===== src/rtl/core/classification_metrics_counter_defines.svh =====
// ----------------------------------------------------------------------------
// Assertion macros for classification_metrics_counter
// Implication checks clocked on aclk, disabled during reset.
// ----------------------------------------------------------------------------
`ifndef CLASSIFICATION_METRICS_COUNTER_DEFINES_SVH
`define CLASSIFICATION_METRICS_COUNTER_DEFINES_SVH

// same-cycle implication
`define CMC_ASSERT_IMP(lbl, ante, cons, msg) \
    lbl: assert property (@(posedge aclk) disable iff (!aresetn) (ante) |-> (cons)) \
        else $error(msg);

// next-cycle implication
`define CMC_ASSERT_NXT(lbl, ante, cons, msg) \
    lbl: assert property (@(posedge aclk) disable iff (!aresetn) (ante) |=> (cons)) \
        else $error(msg);

`endif


===== src/rtl/core/cmc_ram.sv =====
// ----------------------------------------------------------------------------
// cmc_ram
// Generic single-write, single-read RAM with registered read data.
// ----------------------------------------------------------------------------
module cmc_ram #(
    parameter int WIDTH = 32,
    parameter int DEPTH = 16
) (
    input  logic                     aclk,
    input  logic                     we,
    input  logic [$clog2(DEPTH)-1:0] waddr,
    input  logic [WIDTH-1:0]         wdata,
    input  logic [$clog2(DEPTH)-1:0] raddr,
    output logic [WIDTH-1:0]         rdata
);

    logic [WIDTH-1:0] mem [DEPTH];
    logic [WIDTH-1:0] rdata_reg;

    always_ff @(posedge aclk) begin
        if (we) begin
            mem[waddr] <= wdata;
        end
        rdata_reg <= mem[raddr];
    end

    assign rdata = rdata_reg;

endmodule


===== config.mk =====
export PLATFORM = sky130hd
export DESIGN_NAME = cmc_ram
export DESIGN_NICKNAME = d
export VERILOG_FILES = /design/src/rtl/core/classification_metrics_counter_defines.svh /design/src/rtl/core/cmc_ram.sv
export SDC_FILE = /design/constraint.sdc
export NUM_CORES = 1
export LEC_CHECK = 0
export ABC_AREA = 1
export BUFFER_PORTS_ARGS = -buffer_cell sky130_fd_sc_hd__buf_2
export CORE_ASPECT_RATIO = 1.25
export CORE_MARGIN = 2
export CORE_UTILIZATION = 62
export DETAILED_ROUTE_END_ITERATION = 6
export PLACE_DENSITY = 0.8
export REMOVE_ABC_BUFFERS = 1
export SLEW_MARGIN = 25
export SYNTH_ARGS = -nofsm -noshare
export SYNTH_HDL_FRONTEND = slang
export SYNTH_SLANG_ARGS = --single-unit

===== constraint.sdc =====
create_clock -name aclk -period 2.9 [get_ports aclk]
set_clock_uncertainty 0.15 [all_clocks]
set_input_delay 0.435 -clock aclk [delete_from_list [all_inputs] [get_ports aclk]]
set_output_delay 0.435 -clock aclk [all_outputs]
set_load 0.01 [all_outputs]

==> flow_summary.yaml, run 1 <==
run_status:
  status: "finished clean"
logic_synthesis:
  synth.area.top_cells: "edfxtp_1 68%, nand2_1 11%, nand3_1 8.5%, inv_1 6.4%, dfxtp_1 2.8%"
  yosysWarnings: 0
  seq_area_frac_synth_pct: 70.5
  synthCells: 2120
  synth_edf_count: 512
  post-synth-top-area-cell: "edfxtp_1"
  yosysTopAreaCellShare_pct: 67.6
  synthFlopType: "edfxtp_1"
  synth.most_common_cell: "nand2_1"
  syn-cell-area_mm2: 0.0227
  ys_ff_latch: 544
  synthTopCellsByCount: "677 x nand2_1, 512 x edfxtp_1, 388 x inv_1"
  synthArstFlopShare_pct: 0
  yosysUniqueCellTypes: 15
  synth_area_per_cell_um2: 10.7
min_path:
  hold_class: "input pin to flop"
global_routing:
  grtUsageTotal_pct: 28.4
  antenna_found_initial: 4
  grt_max_degree: 156
  grt_pass1_vias: 15200
  overflow: 0
  grt_pass1_wl_um: 82600
setup_path:
  worstSetupStartpointType: "flop"
  worstPathCellList: "buf_2"
  crit_family: "flip-flops"
  critPathSlowestCell: "dfxtp_1"
  cp_data_required_time_ps: 2320
  critPathArrivalTime_ps: 1160
  setup.worst_path.end_class: "output port"
  critical_path_buf_inv_count: 1
  max_stage_delay_ps: 410
  crit_type: "flop to output port"
  path_max_fanout: 1
cells_and_area:
  regArea_mm2: 0.0160
  area_delta_synth_final_pct: 10.3
  fill_cells: 2445
  stdcell_area_mm2: 0.0251
  largest_reg_flops: 512
  final_cells: 2696
  layout-drive-gt1-share_pct: 8.85
  multiInputGateArea_mm2: 0.00467
  fin_util_pct: 69.3
  final_nets: 2215
power:
  p_int_uw: 12600
  power_per_cell_area_mw_per_mm2: 648
  p_switching_uw: 3620
  leakage_uw: 0.0107
  switching_share_pct: 22.2
  combPwrFrac_pct: 6.4
  pwr-share-clk_pct: 39.1
  irDropWorstVdd_mv: 0.507
  seqPwrFrac_pct: 54.4
sta:
  relSlewSlack_pct: 45.5
  finalMaxSlewViolations: 0
  hold_viol: 0
  rsz0062_at_grt: "no"
  setup_violations: 0
  tightest_slew_ps: 818
  holdWs_ps: 108
  final.period_utilization_pct: 60.1
  min_period_ps: 1740
  fmax_mhz: 574
  fin_setup_tns_ps: 0
clock_network:
  tritoncts_num_sinks: 544
  cts_inserted_buffers: 49
  cts_buffer_depth: 3
  cts_setup_buffers: 0
  cts_tree: "built"
  cts_resized: 0
  cts_root_buf: "clkbuf_16"
  clk_latency_ps: 580
  cts_hold_buf: 0
  htree_levels: 2
  clkTransAtPathRegs_ps: 70
routing:
  dr.pass1.iters: 6
  wl_met2_um: 26800
  drt-total-wl_um: 53400
  routed.top_layer: "met5"
  routed_via_density: 5.64
  routedLengthMet1_um: 18900
  ant_nets: 0
  remaining_drc_errors: 0
  vias: 15200
  met3_length_um: 5120
  wl_per_cell_um: 19.8
  drtIter0Drc: 1682
placed_design:
  dp_hpwl_um: 30000
  dp_cells: 2602
  place_area_mm2: 0.0235
  globalplace.congestion: 0.875
  portBuffers: 73
floorplanning:
  core_area_mm2: 0.0362
  dieWidth_um: 175
  rows: 78
  chipHeight_um: 218
  dieArea_mm2: 0.0382
  start_util_pct: 62.8
  ios: 74
run:
  cap_violations: 0
-- cell type report --
| cell class | count | area share, % |
|---|---|---|
| inverters | 390 | 5.87 |
| multi-input cells | 1081 | 18.6 |
| diodes | 2 | 0.0200 |
| clock buffers | 62 | 5.21 |
| well taps | 480 | 2.39 |
| repair buffers | 107 | 2.97 |
| flip-flops and latches | 544 | 63.9 |
| clock inverters | 30 | 1.08 |
-- metal layers --
metal  vias to the layer above  GRT usage (%)
met5                         -              0
met4                         6           13.4
met3                       194           5.32
met2                       852           48.1
met1                      7219           35.4
li1                       6941              -
-- worst paths after layout --
check	start	to	slack [ps]	cells past startpoint
max	rdata[23]	rdata[23]	1160	1
min	wdata[14]	mem[14][14]	110	1
max reg2reg	mem[5][1]	rdata[1]	1650	6
min reg2reg	mem[11][27]	rdata[27]	500	6
-- per-stage QoR --
| step | power [uW] | setup slack [ps] |
|---|---|---|
| 3_5_place_dp | 10000 | 565 |
| 3_3_place_gp | 10000 | 654 |
| 2_1_floorplan | 9480 | -24.0 |
| 6_report | 16300 | 1160 |
| 5_1_grt | 16700 | 1130 |
| 4_1_cts | 16300 | 1130 |
-- kinds of logic (layout without fill, tap and decap cells) --
logic type / count (synthesis) / count (layout) / share of synthesized area (%)
buffers and inverters: 495 / 589 / 9.54
flip-flops: 544 / 544 / 70.5
other: 0 / 2 / 0
AND/OR/NAND/NOR: 1081 / 1081 / 20.0
-- cells in the final DEF (no fill, tap or decap) --
cell        Yosys  layout
inv_4           1       1
inv_16          0       1
bufinv_16       0       4
nor2_4          0      16
buf_12          1       9
inv_1         388     386
clkinv_1        0      12
buf_4           6      25
nand2_1       677     677
diode_2         0       2
nand3_1       385     385
nand3b_1        2       2
clkbuf_16       0      50
inv_2           1       1
buf_2          41      71
clkbuf_1       14      11
inv_6           0       1
nor2_1         17       1
clkinv_2        0      10
clkinv_4        0       1
edfxtp_1      512     512
dfxtp_1        32      32
buf_6          29       2
clkinv_8        0       1
clkbuf_8        0       1
clkinvlp_4      0       2
-- power groups by stage --
| stage | combinational, uW | sequential (uW) | clock (uW) |
|---|---|---|---|
| global placement | 997 | 9010 | 0 |
| finish | 1050 | 8850 | 6360 |
| global route | 1140 | 8860 | 6700 |
| floorplan | 460 | 9020 | 0 |
| CTS | 1040 | 8850 | 6410 |
| detailed placement | 1030 | 9020 | 0 |
Note: power is estimated with default switching activity, not from simulation.
==> run 2: changes to the inputs <==
clock period = 1.8 ns   (was 2.9 ns; I/O delays follow)
==> flow_summary.yaml, run 2 (synthesis gave the netlist of run 1 again) <==
routing:
  remaining_drc_errors: 0
  routed_via_density: 5.60
  dr.pass1.iters: 6
  drt-total-wl_um: 55200
  wl_per_cell_um: 20.0
  drtIter0Drc: 1819
  vias: 15400
  ant_nets: 0
setup_path:
  max_stage_delay_ps: 420
  setup.worst_path.end_class: "output port"
  critPathSlowestCell: "dfxtp_1"
  path_max_fanout: 1
  crit_type: "flop to output port"
  worstPathCellList: "buf_2"
  critical_path_buf_inv_count: 1
  crit_family: "flip-flops"
  critPathArrivalTime_ps: 1160
  worstSetupStartpointType: "flop"
  cp_data_required_time_ps: 1380
clock_network:
  cts_resized: 0
  cts_hold_buf: 28
  cts_tree: "built"
  clkTransAtPathRegs_ps: 60
  tritoncts_num_sinks: 544
  clk_latency_ps: 570
  cts_inserted_buffers: 49
  cts_setup_buffers: 0
  htree_levels: 2
  cts_root_buf: "clkbuf_16"
  cts_buffer_depth: 3
floorplanning:
  ios: 74
  chipHeight_um: 218
  dieArea_mm2: 0.0382
  dieWidth_um: 175
  start_util_pct: 62.8
  core_area_mm2: 0.0362
  rows: 78
sta:
  hold_viol: 0
  worst_slack_ps: 221
  relSlewSlack_pct: 65.7
  tightest_slew_ps: 514
  finalMaxSlewViolations: 0
  holdWs_ps: 25.0
  final.period_utilization_pct: 87.7
  min_period_ps: 1580
  fmax_mhz: 633
  setup_violations: 0
  rsz0062_at_grt: "no"
power:
  power_per_cell_area_mw_per_mm2: 1020
  switching_share_pct: 21.6
  combPwrFrac_pct: 7.0
  p_int_uw: 20800
  pwr-share-clk_pct: 39.3
  leakage_uw: 0.0111
  irDropWorstVdd_mv: 0.911
  seqPwrFrac_pct: 53.7
  p_switching_uw: 5740
cells_and_area:
  largest_reg_flops: 512
  area_delta_synth_final_pct: 14.3
  final_nets: 2278
  final_cell_mix: "677 x nand2_1, 512 x edfxtp_1, 386 x inv_1, 385 x nand3_1, 71 x buf_2"
  antennaDiodeCount: 0
  layout-drive-gt1-share_pct: 10.2
  layout_commonest_cell: "nand2_1"
global_routing:
  overflow: 0
  grt_pass1_wl_um: 84900
  grt_pass1_vias: 15400
  grtUsageTotal_pct: 29.4
  antenna_found_initial: 1
  grt_max_degree: 106
placed_design:
  place_ws_ps: 86.1
  dp_hpwl_um: 32500
  globalplace.congestion: 0.875
  portBuffers: 73
run_status:
  status: "finished clean"
run:
  cap_violations: 0
min_path:
  hold_class: "input pin to flop"
-- run 2: metrics by stage --
stage | instances | power (uW) | utilization, % | instance area [um^2] | TNS, ps
CTS | 2755 | 26600 | 71.7 | 26000 | 0
finish | 2755 | 26600 | 71.7 | 26000 | 0
global placement | 2637 | 16200 | 66.5 | 24100 | 0
detailed placement | 2637 | 16300 | 66.5 | 24100 | 0
global route | 2755 | 27300 | 71.7 | 26000 | 0
floorplan | 2015 | 15300 | - | 22000 | -332890
-- run 2: path summary, 6_finish.rpt --
kind | start | endpoint | slack [ps] | cells after the start
min | wdata[20] | mem[0][20] | 20 | 1
max reg2reg | mem[1][26] | rdata[26] | 540 | 6
max | rdata[17] | rdata[17] | 220 | 1
min reg2reg | mem[10][0] | rdata[0] | 510 | 6
-- run 2: layout make-up --
type	instances	area (um^2)
Clock inverter	16	178
Fill cell	2296	10200
Sequential cell	544	16000
Inverter	390	1470
Multi-Input combinational cell	1081	4670
Timing Repair Buffer	170	1600
Clock buffer	74	1440
Tap cell	480	601
-- run 2: power groups by stage --
| stage | Clock, uW | Sequential [uW] | Combinational [uW] |
|---|---|---|---|
| global route | 11000 | 14300 | 2020 |
| floorplan | 0 | 14500 | 741 |
| global placement | 0 | 14500 | 1720 |
| finish | 10500 | 14300 | 1860 |
| detailed placement | 0 | 14500 | 1770 |
| CTS | 10500 | 14300 | 1850 |
-- run 2: per-layer routing --
layer | GRT usage [%] | share of wire (%)
met3 | 4.15 | 8.3
met5 | 0 | 0.024
met4 | 14.4 | 4.6
met2 | 51.8 | 52
met1 | 35.6 | 35
