`src/rtl/core/classification_metrics_counter_defines.svh`:
```
// ----------------------------------------------------------------------------
// Assertion macros for classification_metrics_counter
// Implication checks clocked on aclk, disabled during reset.
// ----------------------------------------------------------------------------
`ifndef CLASSIFICATION_METRICS_COUNTER_DEFINES_SVH
`define CLASSIFICATION_METRICS_COUNTER_DEFINES_SVH

// same-cycle implication
`define CMC_ASSERT_IMP(lbl, ante, cons, msg) \
    lbl: assert property (@(posedge aclk) disable iff (!aresetn) (ante) |-> (cons)) \
        else $error(msg);

// next-cycle implication
`define CMC_ASSERT_NXT(lbl, ante, cons, msg) \
    lbl: assert property (@(posedge aclk) disable iff (!aresetn) (ante) |=> (cons)) \
        else $error(msg);

`endif

```
`src/rtl/core/cmc_divider.sv`:
```
// ----------------------------------------------------------------------------
// cmc_divider
// Restoring fraction divider: floor(num * 2^Q_BITS / den), one bit a cycle,
// saturating at 1.0 and zero for a zero divisor.
// ----------------------------------------------------------------------------
module cmc_divider #(
    parameter int NUM_W  = 33,
    parameter int Q_BITS = 16
) (
    input  logic             aclk,
    input  logic             aresetn,
    input  logic             start,
    input  logic [NUM_W-1:0] num,
    input  logic [NUM_W-1:0] den,
    output logic             done,
    output logic [Q_BITS:0]  quot
);

    localparam int CNT_W = $clog2(Q_BITS + 1);

    logic             busy_reg;
    logic             done_reg;
    logic [CNT_W-1:0] cnt_reg;
    logic [NUM_W-1:0] r_reg;
    logic [NUM_W-1:0] d_reg;
    logic [Q_BITS:0]  q_reg;
    logic [NUM_W:0]   trial;
    logic             ge;
    logic [NUM_W:0]   diff;

    assign trial = {r_reg, 1'b0};
    assign ge    = trial >= {1'b0, d_reg};
    assign diff  = trial - {1'b0, d_reg};

    always_ff @(posedge aclk) begin
        if (!aresetn) begin
            busy_reg <= 1'b0;
            done_reg <= 1'b0;
            cnt_reg  <= '0;
        end else begin
            done_reg <= 1'b0;
            if (start) begin
                if (den == '0) begin
                    q_reg    <= '0;
                    done_reg <= 1'b1;
                end else if (num >= den) begin
                    q_reg    <= {1'b1, {Q_BITS{1'b0}}};
                    done_reg <= 1'b1;
                end else begin
                    r_reg    <= num;
                    d_reg    <= den;
                    q_reg    <= '0;
                    cnt_reg  <= CNT_W'(Q_BITS);
                    busy_reg <= 1'b1;
                end
            end else if (busy_reg) begin
                r_reg   <= ge ? diff[NUM_W-1:0] : trial[NUM_W-1:0];
                q_reg   <= {q_reg[Q_BITS-1:0], ge};
                cnt_reg <= cnt_reg - 1'b1;
                if (cnt_reg == CNT_W'(1)) begin
                    busy_reg <= 1'b0;
                    done_reg <= 1'b1;
                end
            end
        end
    end

    assign done = done_reg;
    assign quot = q_reg;

endmodule

```
`config.mk`:
```
export PLATFORM = sky130hd
export DESIGN_NAME = cmc_divider
export DESIGN_NICKNAME = d
export VERILOG_FILES = /design/src/rtl/core/classification_metrics_counter_defines.svh /design/src/rtl/core/cmc_divider.sv
export SDC_FILE = /design/constraint.sdc
export NUM_CORES = 1
export LEC_CHECK = 0
export CORE_ASPECT_RATIO = 0.75
export CORE_MARGIN = 5
export CORE_UTILIZATION = 40
export CTS_CLUSTER_DIAMETER = 60
export DETAILED_ROUTE_END_ITERATION = 12
export DONT_BUFFER_PORTS = 1
export GPL_TIMING_DRIVEN = 0
export PLACE_DENSITY = 0.54
export REMOVE_ABC_BUFFERS = 1
export SYNTH_ARGS = -nofsm -noshare
export SYNTH_HDL_FRONTEND = slang
export SYNTH_SLANG_ARGS = --single-unit
export TNS_END_PERCENT = 30
```
`constraint.sdc`:
```
create_clock -name aclk -period 4.1 [get_ports aclk]
set_clock_uncertainty 0.1 [all_clocks]
set_input_delay 0.205 -clock aclk [delete_from_list [all_inputs] [get_ports aclk]]
set_output_delay 0.205 -clock aclk [all_outputs]
set_load 0.05 [all_outputs]
```
==> results of run 1 <==
cell usage in the layout, fill, tap and decap left out, drive strengths merged, types with 4 or more instances in the layout:
master	netlist	routed
o31ai	6	6
xor2	11	11
a21oi	53	53
buf	10	7
and3	10	10
inv	79	78
o21ai	35	35
a21o	31	31
o211ai	10	10
clkinv	0	4
xnor2	8	8
nand4	16	16
nand3	18	18
o21a	5	5
edfxtp	83	83
nor4	12	12
clkbuf	13	10
ha	68	68
nor3	10	10
nor2	51	51
dfxtp	7	7
mux2i	6	6
a31oi	18	18
dlygate4sd3	0	52
a2bb2oi	7	7
or3	4	4
o21bai	5	5
nor2b	20	20
nand2	65	65
nand2b	6	6
where the power goes:
group          leakage (uW)  switching, uW  internal (uW)  total (uW)
sequential         0.000833           73.3           1100        1170
clock              0.000166            376            594         970
combinational       0.00234            518            364         882
how the worst min path moves through the flow:
stage | from | end | slack (ns) | cells past startpoint
after floorplan | den[0] | d_reg[0] | 0.20 | 0
after global placement | den[10] | d_reg[10] | 0.20 | 0
after detailed placement | den[10] | d_reg[10] | 0.20 | 0
after CTS | start | r_reg[19] | 0.003 | 2
after global routing | num[23] | r_reg[23] | 0.02 | 1
final | num[20] | r_reg[20] | 0.01 | 2
cells by family (layout without fill, tap and decap cells):
kind of cell / Yosys count / in the layout / synth area share, %
AND/OR/NAND/NOR: 233 / 233 / 17.7
AO/OA/AOI/OAI: 203 / 203 / 20.7
flip-flops: 90 / 90 / 39.0
multiplexers: 8 / 8 / 1.22
adder cells (fa/ha/maj): 69 / 69 / 12.9
buffers and inverters: 102 / 154 / 5.97
XOR/XNOR: 19 / 19 / 2.46
per-stage QoR:
stage	setup TNS, ns	instance area, um^2	util (%)	total power (uW)
2_1_floorplan	-17.45	6650	-	1800
5_1_grt	0	7910	47.4	3180
3_3_place_gp	-167.38	6910	41.5	1990
3_5_place_dp	-0.232	7000	42.0	2010
4_1_cts	0	7880	47.2	3030
6_report	0	7910	47.4	3020
repair_timing:
item,CTS,global route
endpoints found under the hold margin,72,0
hold buffers,53,0
setup endpoints to repair,4,0
gates resized for setup,2,0
layout make-up:
type | count | area [um^2]
fill | 1576 | 8770
multi-input combinational | 532 | 3740
sequential | 90 | 2630
timing repair buffer | 59 | 632
inverter | 79 | 297
tap | 215 | 269
clock buffer | 10 | 229
clock inverter | 6 | 105
per-layer routing:
layer	vias up	track usage (%)
met2	153	30.9
met5	-	0
met4	0	5.48
met1	2703	27.6
met3	20	4.70
li1	2760	-
==> results.toml, run 1 <==
[status]
outcome = "finished, final reports clean"

[finish]
instances_no_fill = 991
synthToLayoutAreaGrowth_pct = 17.1
n_antenna_cell = 0
drive_above_1_share_pct = 6.96
fin_nets = 909

[sta]
tightest_slew_ns = 0.872
period_minus_slack_ns = 3.80
slew_headroom_pct = 41.6
hold_viol_final = 0
fmax_ghz = 0.263
maxSlewViolCount = 0
setup_viol = 0
fin_hold_ws_ns = 0.0109
setup_slack_ns = 0.301
finalCritPeriodShare_pct = 92.7
rsz0062_at_grt = "false"

[power_and_ir_drop]
peakVddDrop_uv = 189
leakagePower_uw = 0.00334
powerDensity_nw_per_um2 = 382

[synthesis]
synth_common_cells = "edfxtp_1, inv_1, ha_1"
yosys.area.top_type_share_pct = 36.9
synth_area_um2 = 6750
async_flop_share_pct = 0
synth_top_area_cell = "edfxtp_1"
synth_edf_count = 83
synth_ff_type = "edfxtp_1"
yosysWarningCount = 0
syn_inst = 724
ys_ff_latch = 90
synth_most_common_cell = "edfxtp_1"
yosysSeqAreaShare_pct = 39.0
synth_area_per_cell_um2 = 9.33
synth.distinct_cells = 81
netlist_top_cells_area = "edfxtp_1, ha_1, inv_1, a21oi_1, nand2_1"

[clocking]
clkTransAtPathRegs_ns = 0.07
numCtsBuffers = 9
cts_root_buf = "clkbuf_16"
htree_levels = 3
clock-sinks = 90
post-cts-setup-buffers = 0
cts_tree = "built"
clock_latency_ns = 0.35
cts_buffer_depth = 2

[setup_path]
arrival_ns = 3.80
cp-endpoint = "r_reg[30]"
crit_slowest_cell = "nor4_2"
cp.depth = 9
worst_ep_required_time_ns = 4.10
crit_buf_inv = 0
r2r_start = "r_reg[5]"
critPathMaxStageDelay_ns = 0.67
crit_path_cell_trace = "ha_1, o21a_1, o211ai_1, a21oi_2, nor4_2, o311ai_2, nand2_2, nor2_1, a221o_1"
rr_endpoint = "r_reg[30]"
r2r_slack_ns = 0.30
r2r_cells = 9
cp-end-kind = "flop"
cp_max_fo = 27
crit_path_start = "r_reg[5]"
critPathKind = "flop to flop"
start_kind = "flop"
cpLargestDelayFamily = "simple AND/OR/NAND/NOR gates"

[route]
wirelength_um = 19300
drcViolationCount = 0
drtIter0Drc = 483
met3_length_um = 1280
route.met2.wl_um = 8410
avgViaCountPerCell = 5.69
routed.top_layer = "met4"
vias = 5636
postRouteAntennaNets = 0
drtPass1Iterations = 7
wl_met1_um = 9290
wl_per_cell_um = 19.5

[floorplan]
die_x_um = 160
fp-row-count = 41
die_y_um = 123
design.core.area_um2 = 16700
num_io_pins = 87
dieArea_um2 = 19600
start_util_pct = 40.5

[placement]
port_buffers = 0
dp_hpwl_um = 14100
preCtsSetupSlack_ns = -0.0982
numPlacedInstances = 921
gp_congestion = 0.866

[grt]
grt_pass1_wl_um = 30600
grt_overflow = 0
grt_max_degree = 43
antenna_found_initial = 0
first_global_vias = 5591
grt_usage_pct = 19.8

[run]
max_cap_violations = 0

[min_path]
holdCritPathClass = "input port to flop"
(Power assumes the default switching activity.)
==> run 2, diff against run 1 <==
--- a/config.mk
+++ b/config.mk
@@ -14,6 +14,7 @@
 export GPL_TIMING_DRIVEN = 0
 export PLACE_DENSITY = 0.54
 export REMOVE_ABC_BUFFERS = 1
+export SLEW_MARGIN = 15
 export SYNTH_ARGS = -nofsm -noshare
 export SYNTH_HDL_FRONTEND = slang
 export SYNTH_SLANG_ARGS = --single-unit
==> constraint.sdc (replaced) <==
create_clock -name aclk -period 4.1 [get_ports aclk]
set_clock_uncertainty 0.1 [all_clocks]
set_input_delay 0.82 -clock aclk [delete_from_list [all_inputs] [get_ports aclk]]
set_output_delay 0.82 -clock aclk [all_outputs]
set_load 0.05 [all_outputs]
==> results.toml, run 2 (synthesized netlist as in run 1, its figures left out) <==
[sta]
fmax_ghz = 0.267
tightest_slew_ns = 0.862
slew_headroom_pct = 42.3
maxSlewViolCount = 0
period_minus_slack_ns = 3.74
finalCritPeriodShare_pct = 91.3
fin_hold_ws_ns = 0.420
rsz0062_at_grt = "false"
hold_viol_final = 0
setup_viol = 0

[floorplan]
dieArea_um2 = 19600
die_x_um = 160
num_io_pins = 87
fp-row-count = 41
die_y_um = 123
start_util_pct = 40.5
design.core.area_um2 = 16700

[setup_path]
worst_ep_required_time_ns = 4.11
start_kind = "flop"
r2r_cells = 9
cp_max_fo = 27
critPathKind = "flop to flop"
r2r_start = "r_reg[5]"
crit_slowest_cell = "nor4_2"
arrival_ns = 3.75
critPathMaxStageDelay_ns = 0.66
r2r_slack_ns = 0.36
crit_path_cell_trace = "ha_1, o21a_1, o211ai_1, a21oi_2, nor4_2, o311ai_2, nand2_2, nor2_1, a221o_1"
cp-end-kind = "flop"
rr_endpoint = "r_reg[30]"

[power_and_ir_drop]
peakVddDrop_uv = 211
powerDensity_nw_per_um2 = 394
leakagePower_uw = 0.00309

[finish]
final_area_um2 = 7310
instances_no_fill = 937
n_antenna_cell = 0
final_cell_mix = "edfxtp_1, inv_1, ha_1"
synthToLayoutAreaGrowth_pct = 8.23
fin_nets = 856
drive_above_1_share_pct = 7.48
final_common_cell = "edfxtp_1"

[grt]
grt_pass1_wl_um = 28600
antenna_found_initial = 0
met2_usage_pct = 28.9
grt_usage_pct = 18.5
grt_overflow = 0
first_global_vias = 5253
grt_use_met3_pct = 5.51
busiest_layer = "met2"
grt_max_degree = 63
grtUsageMet1_pct = 25.3

[clocking]
htree_levels = 3
cts_hold_buf = 0
numCtsBuffers = 9
clock-sinks = 90
post-cts-setup-buffers = 0
cts_root_buf = "clkbuf_16"
clock_latency_ns = 0.35
post_cts_resized = 1
cts_buffer_depth = 2
cts_tree = "built"
clkTransAtPathRegs_ns = 0.07

[min_path]
hp-start = "cnt_reg[1]"
min_to = "cnt_reg[1]"
holdPathStages = 2
holdCritPathClass = "flop to flop"

[route]
drcViolationCount = 0
wirelength_um = 18200
vias = 5379
wl_per_cell_um = 19.4
postRouteAntennaNets = 0
drtIter0Drc = 370
drtPass1Iterations = 5
avgViaCountPerCell = 5.74

[status]
outcome = "finished, final reports clean"

[run]
max_cap_violations = 0

[placement]
gp_congestion = 0.866
port_buffers = 0
place_area_um2 = 7000
dp_hpwl_um = 14100
numPlacedInstances = 922
==> run 2: critical path, delay by kind of cell, from the launching register on <==
kind	cells	cell delay [ns]
flops	1	0.40
simple gates	3	1.43
compound gates	5	1.17
fa+ha+maj	1	0.40
==> run 2: area by class of cell <==
class,instances,area (um^2)
Timing Repair Buffer,6,60.1
Clock buffer,9,225
Sequential cell,90,2630
Clock inverter,6,82.6
Inverter,79,297
Tap cell,215,269
Fill cell,1583,9370
Multi-Input combinational cell,532,3740
==> run 2: power breakdown <==
group	switching (uW)	internal (uW)
Combinational	496	326
Clock	361	528
Sequential	72.7	1100
==> run 2: worst max-delay path by stage <==
stage | from | endpoint
after floorplan | den[26] | r_reg[0]
after global placement | num[0] | r_reg[22]
after detailed placement | r_reg[5] | r_reg[30]
after CTS | r_reg[5] | r_reg[30]
after global routing | r_reg[5] | r_reg[30]
final | r_reg[5] | r_reg[30]
==> run 2: routing by layer <==
layer,wire length (um),up-vias
met5,0,-
met4,280,0
met3,1090,20
met2,7930,132
met1,8880,2573
li1,-,2654
==> run 2: metrics by stage <==
step	power (uW)	utilization, %	setup TNS [ns]	setup slack, ns
global placement	1990	41.5	-207.97	-3.20
global route	3040	43.8	0	0.134
CTS	2910	43.8	0	0.332
detailed placement	2000	42.0	-0.0679	-0.0540
finish	2880	43.8	0	0.355
floorplan	1800	-	-58.04	-0.986
==> run 3, diff against run 2 <==
--- a/config.mk
+++ b/config.mk
@@ -6,7 +6,6 @@
 export NUM_CORES = 1
 export LEC_CHECK = 0
 export CORE_ASPECT_RATIO = 0.75
-export CORE_MARGIN = 5
 export CORE_UTILIZATION = 40
 export CTS_CLUSTER_DIAMETER = 60
 export DETAILED_ROUTE_END_ITERATION = 12
==> results.toml, run 3 (synthesized netlist as in run 1, its figures left out) <==
[clocking]
cts_tree = "built"
cts_hold_buf = 0
clock-sinks = 90
htree_levels = 3
clock_latency_ns = 0.35
cts_buffer_depth = 2
post-cts-setup-buffers = 0
numCtsBuffers = 9
cts_root_buf = "clkbuf_16"
post_cts_resized = 1
clkTransAtPathRegs_ns = 0.06

[route]
avgViaCountPerCell = 5.80
vias = 5411
drcViolationCount = 2
drtIter0Drc = 455
drtPass1Iterations = 11
wl_per_cell_um = 19.5
wirelength_um = 18200
postRouteAntennaNets = 0

[placement]
dp_hpwl_um = 14000
port_buffers = 0
preCtsSetupSlack_ns = -0.0350
place_area_um2 = 7000
gp_congestion = 0.881

[power_and_ir_drop]
p_int_uw = 1900
power_frac_seq_pct = 41.3
p_sw_share_pct = 33.2
peakVddDrop_uv = 184
p_comb_share_pct = 29.1
p_switching_uw = 944
powerDensity_nw_per_um2 = 390
leakagePower_uw = 0.00308
clkPwrFrac_pct = 29.6

[sta]
fmax_ghz = 0.269
fin_hold_ws_ns = 0.414
slew_headroom_pct = 39.4
hold_viol_final = 0
setup_slack_ns = 0.379
rsz0062_at_grt = "false"
tightest_slew_ns = 0.905
maxSlewViolCount = 0
tns_ns = 0
setup_viol = 0
finalCritPeriodShare_pct = 90.8
period_minus_slack_ns = 3.72

[setup_path]
worst_ep_required_time_ns = 4.06
critPathKind = "input port to flop"
crit_slowest_cell = "o31ai_4"
cp-end-kind = "flop"
critPathMaxStageDelay_ns = 0.77
crit_path_cell_trace = "inv_1, ha_1, nand2b_1, a21o_1, a21oi_1, o21ai_0, a21oi_1, o211ai_1, o31ai_4, buf_8, buf_8"
cpLargestDelayFamily = "compound AO/OA/AOI/OAI gates"
crit_buf_inv = 3
arrival_ns = 3.68
start_kind = "input port"
r2r_slack_ns = 0.42
cp_max_fo = 12

[grt]
antenna_found_initial = 0
grt_overflow = 0
grt_pass1_wl_um = 28600
grt_usage_pct = 21.4
first_global_vias = 5180
grt_max_degree = 63

[floorplan]
dieArea_um2 = 17400
fp-row-count = 40
die_x_um = 152
num_io_pins = 87
die_y_um = 115
start_util_pct = 41.5
design.core.area_um2 = 16300

[status]
violations = "design-rule violations"
outcome = "complete, but fails checks"

[finish]
fin_nets = 856
synthToLayoutAreaGrowth_pct = 7.95
drive_above_1_share_pct = 7.33
n_antenna_cell = 0
multi_input_area_um2 = 3740
final_cell_mix = "edfxtp_1, inv_1, ha_1"
fillers = 1563
seq_area_um2 = 2630
final_area_um2 = 7290
final_common_cell = "edfxtp_1"

[run]
max_cap_violations = 0

[min_path]
holdCritPathClass = "flop to flop"
-- run 3: metal layers --
layer	share of wire (%)	global-route usage, %
met1	49	30.3
met2	44	32.7
met3	6.2	5.53
met4	1.2	4.97
met5	0	0
-- run 3: worst paths after layout --
kind               from         end  cells past startpoint
max              num[0]   r_reg[20]                     11
min          cnt_reg[1]  cnt_reg[1]                      2
max reg2reg    r_reg[0]   r_reg[27]                     10
min reg2reg  cnt_reg[1]  cnt_reg[1]                      2
-- run 3: cell type report --
class	instances	share of cell area, %
multi-input cells	532	51.3
flip-flops and latches	90	36.1
inverters	79	4.07
well taps	210	3.61
clock buffers	11	3.19
repair buffers	6	0.927
clock inverters	5	0.755
-- run 3: power groups by stage --
| stage | sequential [uW] | clock (uW) | combinational (uW) |
|---|---|---|---|
| after CTS | 1170 | 856 | 828 |
| after global placement | 1200 | 0 | 796 |
| after global routing | 1180 | 895 | 925 |
| final | 1170 | 841 | 827 |
| after floorplan | 1180 | 0 | 622 |
| after detailed placement | 1190 | 0 | 820 |
-- run 3: through the flow --
stage / util (%) / instances / power, uW
2_1_floorplan: - / 701 / 1800
3_3_place_gp: 42.5 / 911 / 1990
3_5_place_dp: 43.0 / 917 / 2010
4_1_cts: 44.8 / 933 / 2860
5_1_grt: 44.8 / 933 / 3000
6_report: 44.8 / 933 / 2840
-- run 3: tightest hold or removal path, delay by kind of cell (launching register included) --
kind               cells  cell delay [ns]
AOI/OAI and AO/OA      1             0.06
DFF                    1             0.34
and+or+nand+nor        1             0.07
